===== src/padsr_pkg.sv =====
// Package: shared types and constants for the polyphonic ADSR envelope core.
`default_nettype none
package padsr_pkg;

    localparam int VOICES  = 8;
    localparam int VOICE_W = 3;
    localparam int LEVEL_W = 16;
    localparam int CFG_W   = 7;

    localparam logic [LEVEL_W-1:0] PEAK_LEVEL = 16'hFF00;

    localparam logic OP_TICK    = 1'b0;
    localparam logic OP_RELEASE = 1'b1;

    localparam logic [1:0] REG_ATTACK  = 2'd0;
    localparam logic [1:0] REG_DECAY   = 2'd1;
    localparam logic [1:0] REG_SUSTAIN = 2'd2;
    localparam logic [1:0] REG_RELEASE = 2'd3;

    localparam logic [CFG_W-1:0] ATTACK_RST  = 7'd0;
    localparam logic [CFG_W-1:0] DECAY_RST   = 7'd64;
    localparam logic [CFG_W-1:0] SUSTAIN_RST = 7'd100;
    localparam logic [CFG_W-1:0] RELEASE_RST = 7'd64;

    typedef enum logic [2:0] {
        PH_IDLE    = 3'd0,
        PH_ATTACK  = 3'd1,
        PH_DECAY   = 3'd2,
        PH_SUSTAIN = 3'd3,
        PH_RELEASE = 3'd4
    } phase_t;

    typedef struct packed {
        logic [CFG_W-1:0] attack_time;
        logic [CFG_W-1:0] decay_time;
        logic [CFG_W-1:0] sustain_level;
        logic [CFG_W-1:0] release_time;
    } cfg_t;

    typedef struct packed {
        logic               op;
        logic [VOICE_W-1:0] voice;
        logic               retrigger;
        logic               gate_active;
    } item_t;

    typedef struct packed {
        logic               wr_en;
        phase_t             phase;
        logic [LEVEL_W-1:0] level;
    } voice_upd_t;

endpackage
`default_nettype wire


===== src/padsr_cfg_regs.sv =====
// APB-style register bank holding the four envelope settings.
`default_nettype none
module padsr_cfg_regs (
    input  wire logic                clk,
    input  wire logic                rst_n,
    input  wire logic                psel,
    input  wire logic                penable,
    input  wire logic                pwrite,
    input  wire logic [3:0]          paddr,
    input  wire logic [31:0]         pwdata,
    output logic      [31:0]         prdata,
    output logic                     pready,
    output padsr_pkg::cfg_t          cfg
);

    padsr_pkg::cfg_t cfg_reg;
    logic            wr_en;
    logic [1:0]      reg_idx;
    logic [padsr_pkg::CFG_W-1:0] rd_val;

    assign pready  = 1'b1;
    assign wr_en   = psel & penable & pwrite;
    assign reg_idx = paddr[3:2];

    always_ff @(posedge clk or negedge rst_n)
    begin
        if (!rst_n)
        begin
            cfg_reg.attack_time   <= padsr_pkg::ATTACK_RST;
            cfg_reg.decay_time    <= padsr_pkg::DECAY_RST;
            cfg_reg.sustain_level <= padsr_pkg::SUSTAIN_RST;
            cfg_reg.release_time  <= padsr_pkg::RELEASE_RST;
        end
        else if (wr_en)
        begin
            case (reg_idx)
                padsr_pkg::REG_ATTACK:  cfg_reg.attack_time   <= pwdata[6:0];
                padsr_pkg::REG_DECAY:   cfg_reg.decay_time    <= pwdata[6:0];
                padsr_pkg::REG_SUSTAIN: cfg_reg.sustain_level <= pwdata[6:0];
                padsr_pkg::REG_RELEASE: cfg_reg.release_time  <= pwdata[6:0];
                default: ;
            endcase
        end
    end

    always_comb
    begin
        case (reg_idx)
            padsr_pkg::REG_ATTACK:  rd_val = cfg_reg.attack_time;
            padsr_pkg::REG_DECAY:   rd_val = cfg_reg.decay_time;
            padsr_pkg::REG_SUSTAIN: rd_val = cfg_reg.sustain_level;
            padsr_pkg::REG_RELEASE: rd_val = cfg_reg.release_time;
            default:                rd_val = '0;
        endcase
    end

    assign prdata = {25'd0, rd_val};
    assign cfg    = cfg_reg;

endmodule
`default_nettype wire


===== src/padsr_voice_store.sv =====
// Per-voice phase and level registers, one read and one write port.
`default_nettype none
module padsr_voice_store (
    input  wire logic                                clk,
    input  wire logic                                rst_n,
    input  wire logic [padsr_pkg::VOICE_W-1:0]       rd_voice,
    output padsr_pkg::phase_t                        rd_phase,
    output logic      [padsr_pkg::LEVEL_W-1:0]       rd_level,
    input  wire logic [padsr_pkg::VOICE_W-1:0]       wr_voice,
    input  wire padsr_pkg::voice_upd_t               upd
);

    padsr_pkg::phase_t                  phase_reg [padsr_pkg::VOICES];
    logic [padsr_pkg::LEVEL_W-1:0]      level_reg [padsr_pkg::VOICES];

    always_ff @(posedge clk or negedge rst_n)
    begin
        if (!rst_n)
        begin
            for (int i = 0; i < padsr_pkg::VOICES; i++)
            begin
                phase_reg[i] <= padsr_pkg::PH_IDLE;
                level_reg[i] <= '0;
            end
        end
        else if (upd.wr_en)
        begin
            phase_reg[wr_voice] <= upd.phase;
            level_reg[wr_voice] <= upd.level;
        end
    end

    assign rd_phase = phase_reg[rd_voice];
    assign rd_level = level_reg[rd_voice];

endmodule
`default_nettype wire


===== src/padsr_voice_step.sv =====
// One envelope update for one voice: retrigger, gate restart, phase step; a release word moves it to release.
`default_nettype none
module padsr_voice_step (
    input  wire logic                           item_valid,
    input  wire padsr_pkg::item_t               item,
    input  wire padsr_pkg::cfg_t                cfg,
    input  wire padsr_pkg::phase_t              cur_phase,
    input  wire logic [padsr_pkg::LEVEL_W-1:0]  cur_level,
    output padsr_pkg::voice_upd_t               upd,
    output logic                                res_valid,
    output logic      [7:0]                     res_level,
    output padsr_pkg::phase_t                   res_phase
);

    logic                               in_range;
    logic [padsr_pkg::LEVEL_W-1:0]      lvl_pre;
    padsr_pkg::phase_t                  ph_pre;
    logic [padsr_pkg::LEVEL_W-1:0]      lvl_new;
    padsr_pkg::phase_t                  ph_new;
    logic [3:0]                         atk_sh;
    logic [3:0]                         dec_sh;
    logic [3:0]                         rel_sh;
    logic [padsr_pkg::LEVEL_W:0]        atk_sum;
    logic [padsr_pkg::LEVEL_W-1:0]      dec_raw;
    logic [padsr_pkg::LEVEL_W-1:0]      rel_raw;
    logic [padsr_pkg::LEVEL_W-1:0]      dec_step;
    logic [padsr_pkg::LEVEL_W-1:0]      rel_step;
    logic [padsr_pkg::LEVEL_W-1:0]      dec_lvl;
    logic [padsr_pkg::LEVEL_W-1:0]      target;

    assign in_range = ({1'b0, item.voice} < (padsr_pkg::VOICE_W+1)'(padsr_pkg::VOICES));

    // retrigger first, then gate restart from zero
    always_comb
    begin
        lvl_pre = cur_level;
        ph_pre  = cur_phase;
        if (item.retrigger)
        begin
            lvl_pre = 16'd1;
            ph_pre  = padsr_pkg::PH_ATTACK;
        end
        if (lvl_pre == '0 && item.gate_active)
        begin
            lvl_pre = 16'd1;
            ph_pre  = padsr_pkg::PH_ATTACK;
        end
    end

    assign atk_sh = 4'd3 + {2'b00, cfg.attack_time[6:5]};
    assign dec_sh = 4'd3 + {1'b0, cfg.decay_time[6:4]};
    assign rel_sh = 4'd3 + {1'b0, cfg.release_time[6:4]};

    // sustain value = level * 510 = level*512 - level*2
    assign target = {cfg.sustain_level, 9'd0} - {8'd0, cfg.sustain_level, 1'b0};

    assign atk_sum  = {1'b0, lvl_pre} + {1'b0, padsr_pkg::PEAK_LEVEL >> atk_sh};
    assign dec_raw  = lvl_pre >> dec_sh;
    assign rel_raw  = lvl_pre >> rel_sh;
    assign dec_step = (dec_raw == '0) ? 16'd1 : dec_raw;
    assign rel_step = (rel_raw == '0) ? 16'd1 : rel_raw;
    assign dec_lvl  = lvl_pre - dec_step;

    always_comb
    begin
        lvl_new = lvl_pre;
        ph_new  = ph_pre;
        case (ph_pre)
            padsr_pkg::PH_ATTACK:
            begin
                if (atk_sum >= {1'b0, padsr_pkg::PEAK_LEVEL})
                begin
                    lvl_new = padsr_pkg::PEAK_LEVEL;
                    ph_new  = padsr_pkg::PH_DECAY;
                end
                else
                begin
                    lvl_new = atk_sum[padsr_pkg::LEVEL_W-1:0];
                end
            end
            padsr_pkg::PH_DECAY:
            begin
                if (lvl_pre > target)
                begin
                    if (dec_lvl <= target)
                    begin
                        lvl_new = target;
                        ph_new  = padsr_pkg::PH_SUSTAIN;
                    end
                    else
                    begin
                        lvl_new = dec_lvl;
                    end
                end
                else
                begin
                    ph_new = padsr_pkg::PH_SUSTAIN;
                end
            end
            padsr_pkg::PH_SUSTAIN:
            begin
                lvl_new = target;
            end
            padsr_pkg::PH_RELEASE:
            begin
                if (rel_step >= lvl_pre)
                begin
                    lvl_new = '0;
                    ph_new  = padsr_pkg::PH_IDLE;
                end
                else
                begin
                    lvl_new = lvl_pre - rel_step;
                end
            end
            default:
            begin
                lvl_new = '0;
                ph_new  = padsr_pkg::PH_IDLE;
            end
        endcase
    end

    always_comb
    begin
        upd.wr_en = item_valid & in_range;
        if (item.op == padsr_pkg::OP_RELEASE)
        begin
            upd.phase = padsr_pkg::PH_RELEASE;
            upd.level = cur_level;
        end
        else
        begin
            upd.phase = ph_new;
            upd.level = lvl_new;
        end
    end

    assign res_valid = item_valid & (item.op == padsr_pkg::OP_TICK);
    assign res_level = in_range ? lvl_new[15:8] : 8'd0;
    assign res_phase = in_range ? ph_new : padsr_pkg::PH_IDLE;

endmodule
`default_nettype wire


===== src/polyphonic_adsr_envelope_core.sv =====
// Top level: polyphonic ADSR envelope core with APB settings port.
// Path: input register, then result register, before a tick's result shows with done high.
// Throughput: one word per cycle; busy is never raised, ticks and release words mix freely.
// Timing: the input register feeds one voice-state read, one shift/add/compare step and the
//   write-back, so a word for the same voice in the next cycle sees the updated state.
// Reset: all voices idle at level zero, settings at attack 0, decay 64, sustain 100,
//   release 64; done low. The receiver cannot stall, so each result shows for one cycle.
`default_nettype none
module polyphonic_adsr_envelope_core (
    input  wire logic                             clk,
    input  wire logic                             rst_n,
    // APB settings port
    input  wire logic                             psel,
    input  wire logic                             penable,
    input  wire logic                             pwrite,
    input  wire logic [3:0]                       paddr,
    input  wire logic [31:0]                      pwdata,
    output logic      [31:0]                      prdata,
    output logic                                  pready,
    // command side
    input  wire logic                             start,
    output logic                                  busy,
    input  wire logic                             op,
    input  wire logic [padsr_pkg::VOICE_W-1:0]    voice,
    input  wire logic                             retrigger,
    input  wire logic                             gate_active,
    // result side
    output logic                                  done,
    output logic      [padsr_pkg::VOICE_W-1:0]    voice_out,
    output logic      [7:0]                       level,
    output logic      [2:0]                       phase_out
);

    padsr_pkg::cfg_t        cfg;

    // input register: the accepted word
    logic                   item_valid_reg;
    padsr_pkg::item_t       item_reg;

    // stored state of the addressed voice
    padsr_pkg::phase_t              cur_phase;
    logic [padsr_pkg::LEVEL_W-1:0]  cur_level;

    // step results
    padsr_pkg::voice_upd_t  upd;
    logic                   res_valid;
    logic [7:0]             res_level;
    padsr_pkg::phase_t      res_phase;

    // result register
    logic                           done_reg;
    logic [padsr_pkg::VOICE_W-1:0]  voice_out_reg;
    logic [7:0]                     level_reg;
    padsr_pkg::phase_t              phase_out_reg;

    logic                   accept;

    // never stalls: each word is stepped combinationally between the input and result registers
    assign busy   = 1'b0;
    assign accept = start & ~busy;

    padsr_cfg_regs u_cfg (
        .clk     (clk),
        .rst_n   (rst_n),
        .psel    (psel),
        .penable (penable),
        .pwrite  (pwrite),
        .paddr   (paddr),
        .pwdata  (pwdata),
        .prdata  (prdata),
        .pready  (pready),
        .cfg     (cfg)
    );

    always_ff @(posedge clk or negedge rst_n)
    begin
        if (!rst_n)
        begin
            item_valid_reg <= 1'b0;
        end
        else
        begin
            item_valid_reg <= accept;
        end
    end

    // payload needs no reset
    always_ff @(posedge clk)
    begin
        if (accept)
        begin
            item_reg.op          <= op;
            item_reg.voice       <= voice;
            item_reg.retrigger   <= retrigger;
            item_reg.gate_active <= gate_active;
        end
    end

    // state read and written back at the same voice in the compute cycle
    padsr_voice_store u_store (
        .clk      (clk),
        .rst_n    (rst_n),
        .rd_voice (item_reg.voice),
        .rd_phase (cur_phase),
        .rd_level (cur_level),
        .wr_voice (item_reg.voice),
        .upd      (upd)
    );

    padsr_voice_step u_step (
        .item_valid (item_valid_reg),
        .item       (item_reg),
        .cfg        (cfg),
        .cur_phase  (cur_phase),
        .cur_level  (cur_level),
        .upd        (upd),
        .res_valid  (res_valid),
        .res_level  (res_level),
        .res_phase  (res_phase)
    );

    always_ff @(posedge clk or negedge rst_n)
    begin
        if (!rst_n)
        begin
            done_reg <= 1'b0;
        end
        else
        begin
            done_reg <= res_valid;
        end
    end

    always_ff @(posedge clk)
    begin
        if (res_valid)
        begin
            voice_out_reg <= item_reg.voice;
            level_reg     <= res_level;
            phase_out_reg <= res_phase;
        end
    end

    assign done      = done_reg;
    assign voice_out = voice_out_reg;
    assign level     = level_reg;
    assign phase_out = phase_out_reg;

    // ------------------------------------------------------------------
    // assertions
    // ------------------------------------------------------------------

    // a result word only follows a tick word in the input register
    assert property (@(posedge clk) disable iff (!rst_n)
        done |-> $past(item_valid_reg && item_reg.op == padsr_pkg::OP_TICK))
        else $error("done without a preceding tick word");

    // an accepted word reaches the compute stage in the next cycle
    assert property (@(posedge clk) disable iff (!rst_n)
        (start && !busy) |=> item_valid_reg)
        else $error("accepted word lost before compute stage");

    // idle is only ever reported at level zero
    assert property (@(posedge clk) disable iff (!rst_n)
        (done && phase_out == padsr_pkg::PH_IDLE) |-> (level == 8'd0))
        else $error("idle voice reported nonzero level");

    // attack stays below the peak, so the top byte never saturates there
    assert property (@(posedge clk) disable iff (!rst_n)
        (done && phase_out == padsr_pkg::PH_ATTACK) |-> (level != 8'hFF))
        else $error("attack level reached peak without moving to decay");

endmodule
`default_nettype wire


===== config.mk =====
export PLATFORM = sky130hd
export DESIGN_NAME = polyphonic_adsr_envelope_core
export DESIGN_NICKNAME = d
export VERILOG_FILES = /design/src/padsr_pkg.sv /design/src/padsr_cfg_regs.sv /design/src/padsr_voice_store.sv /design/src/padsr_voice_step.sv /design/src/polyphonic_adsr_envelope_core.sv
export SDC_FILE = /design/constraint.sdc
export NUM_CORES = 1
export LEC_CHECK = 0
export ABC_AREA = 0
export BUFFER_PORTS_ARGS = -buffer_cell sky130_fd_sc_hd__buf_4
export CORE_ASPECT_RATIO = 2
export CORE_MARGIN = 2
export CORE_UTILIZATION = 35
export CTS_CLUSTER_DIAMETER = 60
export DETAILED_ROUTE_END_ITERATION = 16
export PLACE_DENSITY = 0.51
export SLEW_MARGIN = 20
export SYNTH_ARGS = -nofsm -noshare
export SYNTH_HDL_FRONTEND = slang
export SYNTH_SLANG_ARGS = --single-unit

===== constraint.sdc =====
create_clock -name clk -period 10.8 [get_ports clk]
set_input_delay 0.54 -clock clk [delete_from_list [all_inputs] [get_ports clk]]
set_output_delay 0.54 -clock clk [all_outputs]
set_load 0.02 [all_outputs]

==> summary.txt <==
Critical path
  – Crit-path slowest cell: a2111oi_4
  – CP Capture Type: register
  – Critical Path AT: 10.12 ns
  – Most common cell on crit path: buf_4
  – Crit Path Max Fanout: 28
  – CP max stage delay: 0.65 ns
  – Crit path launch type: register
  – Crit Path Category: register to register
  – Worst endpoint required time: 11.19 ns

STA
  – Fin crit share: 90.1%
  – Fin crit period: 9.73 ns
  – Clock skew: 0.0145 ns
  – Pins Over Slew Limit: 0
  – Final number of hold-violating endpoints: 0
  – Final setup viols: 0
  – Slew margin rel.: 18.6%
  – Setup TNS: 0 ns
  – Unrepaired setup endpoints after global routing: no
  – F_max: 103 MHz
  – Slew @ Worst Pin: 1.21 ns

Drt
  – DR iter-0 viols: 919
  – Final WL: 63,600 microns
  – DRC: 0
  – Detail Route Antenna Nets: 0
  – Vias per Instance: 6.04
  – Drt pass-1 iters: 5
  – Drt wl/cell: 28.0 microns
  – Via Count: 13,700

Global route
  – Vias in the first global route: 14,100
  – Overflow after GRT: 0
  – Total track usage: 27.7%
  – Initial antenna violation count: 1
  – First-pass GRT wire length: 93,600 microns
  – Largest net degree at the start of global routing: 77

Layout
  – Final Cell Area: 17,100 sq um
  – Area Overhead vs Synth: 11.5%
  – Share of post-route cells with drive strength above 1: 18.1%
  – Core Util, Final: 39.5%
  – Max FFs per register: 128
  – # fillers: 4,412
  – Final #Nets: 1,817
  – Antenna cells: 0

Yosys
  – Post-synth ARST share: 90.1%
  – Syn avg cell area: 9.17 sq um
  – Yosys cell types: 115
  – Leading area contributor after synthesis: dfrtp_1
  – Synth warn: 0
  – Mapped Area: 15,300 sq um
  – Top FF cell, synth: dfrtp_1
  – Share of the yosys chip area belonging to registers: 33.7%
  – Count leader, synth: nand2_1
  – Synth top cells by count: nand2_1, dfrtp_1, nor2_1
  – Post-synth top area share: 28.9%
  – Post-synth EDFFs: 20
  – Synth Instances: 1,670
  – Leading post-synthesis cells by cell area: dfrtp_1, nand2_1, ha_1, edfxtp_1, mux2_2
  – Flops & latches, synth: 202

Clocking
  – CTS root buf: clkbuf_16
  – CTS Buffer Depth: 3
  – Post-CTS Resized: 0
  – Cts hold-fix bufs: 0
  – Later-pin clock latency in the skew report: 0.54 ns
  – TritonCTS clock tree: done
  – Num CTS Buffers: 22
  – Clock-pin slew on the worst setup and hold paths: 0.06 ns
  – H-Tree Level Count: 1
  – Post-CTS Setup Bufs: 0
  – CTS Sinks: 202

Die
  – Core Region: 43,200 sq um
  – Die height: 300 microns
  – Die Area: 45,500 sq um
  – I/O pins: 97
  – Std cell rows: 108
  – Starting Density: 35.4%
  – Die Wd: 152 microns

Power and ir drop
  – Pwr dens: 264 nW/um^2
  – Worst-case vdd ir drop: 0.162 mV
  – Leakage: 7.21 nW
  – Pwr Total: 4.51 mW

Flow run
  – Maxcap violations: 0

Placement
  – Post-Place Cell Area: 16,300 sq um
  – HPWL after DPL: 48,500 microns
  – Gpl congestion: 1.03
  – Port buffer count: 42

Run status
  – Status: finished, final reports clean

Worst hold path
  – Min-delay worst type: input pin to async pin
[logic make-up (layout without fill, tap and decap cells)]
kind of cell	Yosys count	count (layout)	synth area share, %
adder cells (fa/ha/maj)	67	67	5.57
multiplexers	118	118	9.87
AO/OA/AOI/OAI	529	529	25.7
XOR/XNOR	30	30	1.76
other	2	27	0.0490
flip-flops	202	202	33.7
AND/OR/NAND/NOR	550	550	17.7
buffers and inverters	172	197	5.60
[stage by stage]
stage | setup slack (ns) | instances | hold slack [ns]
6_report | 1.07 | 2270 | 0.0510
5_1_grt | 0.482 | 2270 | 0.0966
4_1_cts | 1.24 | 2270 | 0.0578
3_5_place_dp | 1.28 | 2232 | 0.457
3_3_place_gp | 1.42 | 2232 | 0.453
2_1_floorplan | 3.00 | 1695 | 0.244
[path summary, 6_finish.rpt]
path	start	endpoint	slack [ns]	cells after the start
worst max-delay path	item_reg[2]	u_store.level_reg[104]	1.07	33
worst min-delay path	rst_n	u_cfg.cfg[1]	0.05	1
worst max register to register	item_reg[2]	u_store.level_reg[104]	1.07	33
worst min register to register	u_store.level_reg[91]	u_store.level_reg[91]	0.47	2
max in group asynchronous	rst_n	u_store.level_reg[14]	8.86	3
min in group clk	voice[0]	item_reg[2]	0.18	1
[placed cells by master, fill, tap and decap left out, types with 20 or more instances in the layout]
| cell | n |
|---|---|
| mux2i_1 | 37 |
| mux4_2 | 20 |
| mux2_2 | 46 |
| nor3_1 | 43 |
| o21ai_1 | 74 |
| o31ai_1 | 42 |
| edfxtp_1 | 20 |
| o21ai_0 | 74 |
| xnor2_1 | 21 |
| dfrtp_1 | 177 |
| and3_1 | 29 |
| nor2_1 | 97 |
| nand3_1 | 23 |
| buf_4 | 112 |
| conb_1 | 27 |
| inv_1 | 36 |
| ha_1 | 60 |
| a21oi_1 | 67 |
| nand2_1 | 224 |
| clkbuf_16 | 24 |
[critical path: cells and delay by family (launching register included)]
| family | cells | cell delay (ns) |
|---|---|---|
| simple gates | 8 | 1.71 |
| flops | 1 | 0.62 |
| buf+inv | 4 | 1.02 |
| mux | 1 | 0.44 |
| xor+xnor | 1 | 0.17 |
| compound gates | 16 | 4.82 |
| fa+ha+maj | 3 | 0.75 |
[routing by layer]
layer	track usage (%)	share of wire (%)	vias up
li1	-	-	6297
met1	24.9	31	6672
met2	48.8	50	501
met3	5.88	5.3	247
met4	30.0	13	2
met5	0	0.038	-
[power by group]
group	leakage [nW]	internal (mW)	switching (mW)	total, mW
registers	2.51	1.00	0.152	1.16
clock network	0.356	0.444	0.334	0.778
logic	4.34	0.925	1.65	2.58
[layout make-up]
class | instances | area (sq um) | area share (%)
tap | 550 | 688 | 4.03
sequential | 202 | 5160 | 30.2
clock inverter | 8 | 82.6 | 0.484
timing repair buffer | 115 | 895 | 5.24
clock buffer | 30 | 643 | 3.77
inverter | 44 | 165 | 0.967
multi-input combinational | 1321 | 9440 | 55.3
No activity file was read; power rests on OpenSTA's default activity.
